==> src/sv/rhi_pkg.sv <==
// rhi_pkg: widths, register indexes and beat structs for the 4D ray / hypersphere
// intersection pipeline. No dependencies; used by every module of the block.
package rhi_pkg;

	localparam int FRAC_BITS  = 16;
	localparam int COORD_W    = 32;
	localparam int DIR_W      = FRAC_BITS + 2;
	localparam int RAD_W      = COORD_W - 1;
	localparam int RSQ_W      = 2 * COORD_W - 2;
	localparam int MIND_W     = FRAC_BITS;

	// internal datapath widths
	localparam int CD_W       = COORD_W + 1;            // center - origin, signed
	localparam int PROD_W     = CD_W + DIR_W;           // |cd| * |dir|
	localparam int DOT_W      = PROD_W + 3;             // signed sum of four products
	localparam int BM_W       = PROD_W + 2 - FRAC_BITS; // |b|
	localparam int SQ_W       = 2 * CD_W + 2;           // |cd|^2 summed
	localparam int DISC_W     = 2 * BM_W + 2;           // discriminant, even width
	localparam int RT_W       = DISC_W / 2;             // square root
	localparam int T_W        = RT_W + 2;               // signed hit distance
	localparam int OFFP_W     = T_W - 1 + DIR_W;        // t * |dir|
	localparam int OFF_W      = OFFP_W - FRAC_BITS;
	localparam int PT_W       = OFF_W + 2;              // unsaturated point, signed
	localparam int DIFF_W     = PT_W + 1;               // point - center, signed
	localparam int DIV_LAT    = FRAC_BITS + 1;          // normal divider depth

	localparam int CFG_IDX_W  = 3;
	localparam int CFG_DATA_W = RSQ_W;

	localparam int IN_RAW_W   = 5 * COORD_W + 4 * DIR_W;
	localparam int IN_DATA_W  = ((IN_RAW_W + 7) / 8) * 8;
	localparam int OUT_RAW_W  = RAD_W + 4 * COORD_W + 4 * DIR_W;
	localparam int OUT_DATA_W = ((OUT_RAW_W + 7) / 8) * 8;

	typedef enum logic [CFG_IDX_W-1:0] {
		CFG_CENTER_X,
		CFG_CENTER_Y,
		CFG_CENTER_Z,
		CFG_CENTER_W,
		CFG_RADIUS,
		CFG_RADIUS_SQ,
		CFG_MIN_DIST
	} cfg_idx_t;

	typedef struct packed {
		logic [3:0][COORD_W-1:0] org;
		logic [3:0][DIR_W-1:0]   dir;
		logic [COORD_W-1:0]      prior;
		logic                    shadow;
	} ray_t;

	typedef struct packed {
		ray_t            ray;
		logic            bneg;
		logic [BM_W-1:0] bmag;
		logic            miss;
	} sq_sb_t;

	typedef struct packed {
		logic                    hit;
		logic                    full;
		logic [RAD_W-1:0]        tdist;
		logic [3:0][COORD_W-1:0] pt;
	} res_t;

endpackage

==> src/sv/rhi_div.sv <==
// rhi_div: one normal component, (point - center) / radius in Q1.FRAC_BITS,
// truncated and clamped to +-1.0; restoring divider, one quotient bit per stage.
// Depends on rhi_pkg.
module rhi_div (
	input  logic                              clk,
	input  logic                              adv,
	input  logic signed [rhi_pkg::DIFF_W-1:0] diff,
	input  logic [rhi_pkg::RAD_W-1:0]         radius,
	output logic signed [rhi_pkg::DIR_W-1:0]  quot
);
	localparam int FB  = rhi_pkg::FRAC_BITS;
	localparam int DFW = rhi_pkg::DIFF_W;
	localparam int R_W = rhi_pkg::RAD_W + 1;
	localparam int QW  = FB + 1;
	localparam int DRW = rhi_pkg::DIR_W;

	logic [DFW-1:0] mag;
	logic           full_c;

	logic [R_W-1:0] r_s    [FB+1];
	logic [QW-1:0]  q_s    [FB+1];
	logic           neg_s  [FB+1];
	logic           full_s [FB+1];

	logic [R_W-1:0] r_n [FB+1];
	logic [QW-1:0]  q_n [FB+1];

	always_comb begin
		logic [R_W-1:0] r2;
		mag    = diff[DFW-1] ? DFW'(-diff) : DFW'(diff);
		full_c = (mag >= DFW'(radius)) && (mag != '0);
		r_n[0] = full_c ? '0 : R_W'(mag);
		q_n[0] = '0;
		for (int k = 1; k <= FB; k++) begin
			r2 = {r_s[k-1][R_W-2:0], 1'b0};
			// zero remainder never sets a bit (zero difference with zero radius)
			if (r2 >= R_W'(radius) && r2 != '0) begin
				r_n[k] = r2 - R_W'(radius);
				q_n[k] = {q_s[k-1][QW-2:0], 1'b1};
			end else begin
				r_n[k] = r2;
				q_n[k] = {q_s[k-1][QW-2:0], 1'b0};
			end
		end
	end

	always_ff @(posedge clk) begin
		if (adv) begin
			for (int k = 0; k <= FB; k++) begin
				r_s[k] <= r_n[k];
				q_s[k] <= q_n[k];
			end
			neg_s[0]  <= diff[DFW-1];
			full_s[0] <= full_c;
			for (int k = 1; k <= FB; k++) begin
				neg_s[k]  <= neg_s[k-1];
				full_s[k] <= full_s[k-1];
			end
		end
	end

	always_comb begin
		logic signed [DRW-1:0] m;
		m    = full_s[FB] ? DRW'(QW'(1) << FB) : DRW'(q_s[FB]);
		quot = neg_s[FB] ? -m : m;
	end
endmodule

==> config.mk <==
export PLATFORM = sky130hd
export DESIGN_NAME = rhi_div
export DESIGN_NICKNAME = d
export VERILOG_FILES = /design/src/sv/rhi_pkg.sv /design/src/sv/rhi_div.sv
export SDC_FILE = /design/constraint.sdc
export NUM_CORES = 2
export LEC_CHECK = 0
export ABC_AREA = 1
export ABC_CLOCK_PERIOD_IN_PS = 3750
export BUFFER_PORTS_ARGS = -buffer_cell sky130_fd_sc_hd__buf_4
export CAP_MARGIN = 20
export CORE_UTILIZATION = 65
export DETAILED_ROUTE_END_ITERATION = 7
export PLACE_DENSITY = 0.82
export SYNTH_ARGS = -nofsm -noshare
export SYNTH_HDL_FRONTEND = slang
export SYNTH_SLANG_ARGS = --single-unit
==> constraint.sdc <==
create_clock -name clk -period 3.75 [get_ports clk]
set_input_delay 0.5625 -clock clk [delete_from_list [all_inputs] [get_ports clk]]
set_output_delay 0.5625 -clock clk [all_outputs]
set_load 0.005 [all_outputs]
Word level (Yosys, flattened, before mapping)
Memory sizes are Yosys's and may differ from the RTL's.
Cells that the tools add are included.
{"block": "word_totals", "register_bits": 0, "ramBits": 867, "output_inout_bits": 18, "elab_cells": 111, "n_memories": 4}
{"name": "r_s", "words": 17, "word_bits": 32, "read_ports": 16, "rd_ports_with_merged_regs": 0, "wr": 17, "line": "rhi_div.sv:20", "rtl": "logic [R_W-1:0] r_s [FB+1];"}
{"name": "q_s", "words": 17, "word_bits": 17, "read_ports": 17, "rd_ports_with_merged_regs": 0, "wr": 17, "line": "rhi_div.sv:21", "rtl": "logic [QW-1:0] q_s [FB+1];"}
{"name": "full_s", "words": 17, "word_bits": 1, "read_ports": 17, "rd_ports_with_merged_regs": 0, "wr": 17, "line": "rhi_div.sv:23", "rtl": "logic full_s [FB+1];"}
{"name": "neg_s", "words": 17, "word_bits": 1, "read_ports": 17, "rd_ports_with_merged_regs": 0, "wr": 17, "line": "rhi_div.sv:22", "rtl": "logic neg_s [FB+1];"}
{"block": "classes", "addsub": 18, "magnitude_cmp": 17, "mux": 38, "n_reduce_logical": 34}
{"cell": "$mux 32", "n": 17}
{"cell": "$ge 32x31->1", "n": 16}
{"cell": "$sub 32x31->32", "n": 16}
{"cell": "$reduce_bool 31->1", "n": 16}
{"cell": "$ge 44x31->1", "n": 1}
{"cell": "$mux 44", "n": 1}
{"cell": "$neg 44->44", "n": 1}
{"cell": "$reduce_bool 44->1", "n": 1}
{"cell": "$mux 1", "n": 18}
{"cell": "$mux 18", "n": 1}
{"cell": "$neg 17->18", "n": 1}
{"cell": "$logic_and 1x1->1", "n": 17}
{"cell": "$mux 17", "n": 1}

Depth between registers and ports, before layout
{"block": "depth", "word_depth": 5, "ltp_mapped": 26}

Least setup slack after synthesis
OpenSTA, ideal clock, no wires.
{"block": "synth_timing", "path_kind": "input-to-reg", "start": "in diff[0] (netlist bit)", "end": "mem r_s[0][7] (netlist bit) (data pin)", "arrival_time_ps": 2983, "required_ps": 3490, "slack_ps": 507, "path_stages": 25, "path_cell_list": "inv_1 -> ha_1 -> nand3_2 -> nor2_4 -> nand3_1 -> nand2_1 -> xor2_1 -> inv_1 -> ha_1 -> nand2_1 -> nor2_1 -> nand2_1 -> nor3_1 -> nand2_1 -> nand2_1 -> nand2_1 -> nand2_1 -> nand2_1 -> nand2_1 -> nand2_1 -> nand2_1 -> nand2_1 -> nand2_2 -> buf_6 -> nor2_2"}
{"element": "start: declaration", "line": "rhi_div.sv:7", "rtl": "input logic signed [rhi_pkg::DIFF_W-1:0] diff,"}
{"element": "end: declaration", "line": "rhi_div.sv:20"}

==> metrics.cfg <==
[worst_setup_path]
end_kind = output port
cp.arrival_ns = 2.93
r2r_cells = 12
crit_path_start_kind = flop
path_max_fanout = 6
rrSetupSlack_ns = 0.55
worstPathRequired_ns = 3.19
crit_type = flop to output port

[synthesis]
synth_cells = 7039
synthesis.area_um2 = 55250
synth_flop_cell = edfxtp_1
syn_nets = 7660
synthArstFlopShare_pct = 0
synth.avg_cell_area_um2 = 7.848
ys_seq_area_share_pct = 36.20
synth_area_leaders = edfxtp_1, ha_1, nand2_1, o21ai_0, inv_1
synth_area_leader_cell = edfxtp_1
ys_warn_count = 0
synth-edff-count = 666
netlist-cell-type-count = 47
synth-seq-cells = 666
synth_top_area_share_pct = 36.20

[routing]
routed_wirelength_um = 174700
routed_via_density = 6.124
wl_per_cell_um = 20.72
drc = 0
num_vias = 51640
ant_nets = 0
drtIter0Drc = 5258
drt_pass1_iterations = 8

[global_routing]
grt_pass1_wl_um = 266800
grt_usage_pct = 40.21
overflow = 0
first_global_vias = 48070
use_met3_pct = 8.714
antenna_found_initial = 3
met2_usage_pct = 60.20
grt.busiest_layer = met2
met1_usage_pct = 55.26
grt_max_degree = 84

[layout]
syn2layout_area_growth_pct = 10.61
fin_util_pct = 72.90
drive_above_1_share_pct = 6.056
finalNonFillerCells = 8433
final_cell_mix = nand2_1, inv_1, edfxtp_1
final_nets = 7859
mostFrequentLayoutCell = nand2_1
fin_area_um2 = 61100
fillers = 6690

[run]
max_cap_violations = 0

[floorplanning]
die_h_um = 293.5
pin_count = 95
die_width_um = 293.5
rows = 106
dieArea_um2 = 86160
initial_utilization_pct = 65.91
core-area_um2 = 83820

[run_status]
status = finished clean

[clock_network]
cts_buffers = 75
cts_tree = yes
clock_path_buffers = 3
clk_pin_slew_ns = 0.06
clock-sinks = 666
cts-htree-levels = 3
insertion_delay_ns = 0.65
clockRootBuffer = clkbuf_16

[timing]
setup_tns_ns = 0
hold_viol = 0
slew_violations = 0
rsz0062_at_grt = false
setup_viol = 0
tightest_slew_ns = 0.8316
skew_ns = 0.03552
fin_crit_sh_pct = 93.04
slew-limit-headroom_pct = 44.56
fmax_ghz = 0.2866
fin_crit_ns = 3.489

[power]
p_per_area_nw_per_um2 = 845.1
leakagePower_nw = 26.25
ir_drop_mv = 0.6304

[placed_design]
portBuffers = 94
place.gp.congestion = 1.013
dpl_cell_area_um2 = 58530
hpwl_um = 127900
dp_cells = 8292

[worst_hold_path]
whs_path_depth = 1
hold_class = primary input to flop

==> cells in the mapped netlist (6+ instances only) <==
| library cell | n |
|---|---|
| nand3b_1 | 20 |
| buf_2 | 45 |
| nor2_2 | 32 |
| nor4_1 | 124 |
| inv_1 | 729 |
| a211oi_1 | 18 |
| o211ai_1 | 27 |
| a21o_1 | 95 |
| o221ai_1 | 16 |
| o21a_1 | 17 |
| a221oi_1 | 15 |
| ha_1 | 529 |
| clkbuf_1 | 55 |
| edfxtp_1 | 666 |
| a21boi_1 | 11 |
| nand4_1 | 94 |
| nand3_1 | 253 |
| o21ai_1 | 21 |
| inv_2 | 9 |
| nand2_2 | 6 |
| nor2_1 | 615 |
| o21ai_0 | 641 |
| xor2_1 | 201 |
| a31oi_1 | 81 |
| o31ai_1 | 16 |
| a21oi_1 | 511 |
| xnor2_1 | 242 |
| o21bai_1 | 20 |
| nor3_1 | 112 |
| a21boi_0 | 21 |
| o21ai_2 | 20 |
| fa_1 | 15 |
| o2111ai_1 | 7 |
| or2_2 | 18 |
| nand2_1 | 1710 |
==> path summary, 6_finish.rpt <==
| path | startpoint | end |
|---|---|---|
| min reg2reg | full_s[0][15]$_DFFE_PP_ | full_s[0][16]$_DFFE_PP_ |
| min | diff[43] | neg_s[0][0]$_DFFE_PP_ |
| max reg2reg | r_s[0][256]$_SDFFCE_PN0P_ | r_s[0][300]$_DFFE_PP_ |
| max | full_s[0][16]$_DFFE_PP_ | quot[16] |
==> layout make-up <==
cell class	count	area, µm²	share of cell area, %
Timing Repair Buffer	227	2375	3.886
Clock inverter	49	554.3	0.9071
Sequential cell	666	20000	32.73
Tap cell	1134	1419	2.322
Inverter	739	2778	4.546
Antenna cell	1	2.502	0.004095
Multi-Input combinational cell	5529	31990	52.35
Clock buffer	88	1989	3.256
==> state kept, by name, summed over array words and instances, names as in the netlist <==
register  flops
r_s         496
q_s         136
full_s       17
neg_s        17
==> report_power, final <==
part	leakage [nW]	switching [mW]	internal (mW)	total, mW
Combinational	18.5	18.0	10.4	28.4
Clock	1.25	3.14	4.53	7.66
Sequential	6.55	3.02	12.6	15.6
Total	26.2	24.2	27.5	51.6
==> kinds of logic after synthesis <==
family	synth area share, %
AOI/OAI and AO/OA	15.63
xor gates and xnor gates	7.053
adders and majority gates	12.52
buffers and inverters	5.898
DFF	36.20
and+or+nand+nor	22.70
==> through the flow <==
step | power, mW | setup slack, ns | hold WS [ns]
after floorplan | 34.25 | 0.5067 | 0.4003
after global placement | 42.16 | 0.1040 | 0.4003
after detailed placement | 42.68 | 0.1074 | 0.4045
after CTS | 50.66 | 0.03784 | 0.3270
after global routing | 55.04 | 0.007882 | 0.3519
final | 51.64 | 0.2610 | 0.3611
==> critical path, stage by stage (launching register included) <==
cell and delay, ns:
edfxtp_1 0.48, clkinvlp_4 0.19, nand2_1 0.13, ha_1 0.17, nand3_1 0.10, nand3b_1 0.19
o21ai_1 0.23, o211ai_1 0.24, a21oi_1 0.27, xor2_1 0.17, buf_4 0.13
==> metal layers <==
metal / wire, µm / vias up
li1: - / 24810
met1: 71000 / 23620
met2: 73270 / 2716
met3: 20730 / 501
met4: 9709 / 2
met5: 8 / -
==> repair_timing <==
item,CTS,global route
buffers inserted,0,3
endpoints found under the setup margin,0,3
hold buffers,0,0
resized for setup,0,2
Power figures use the tool's default switching activity.
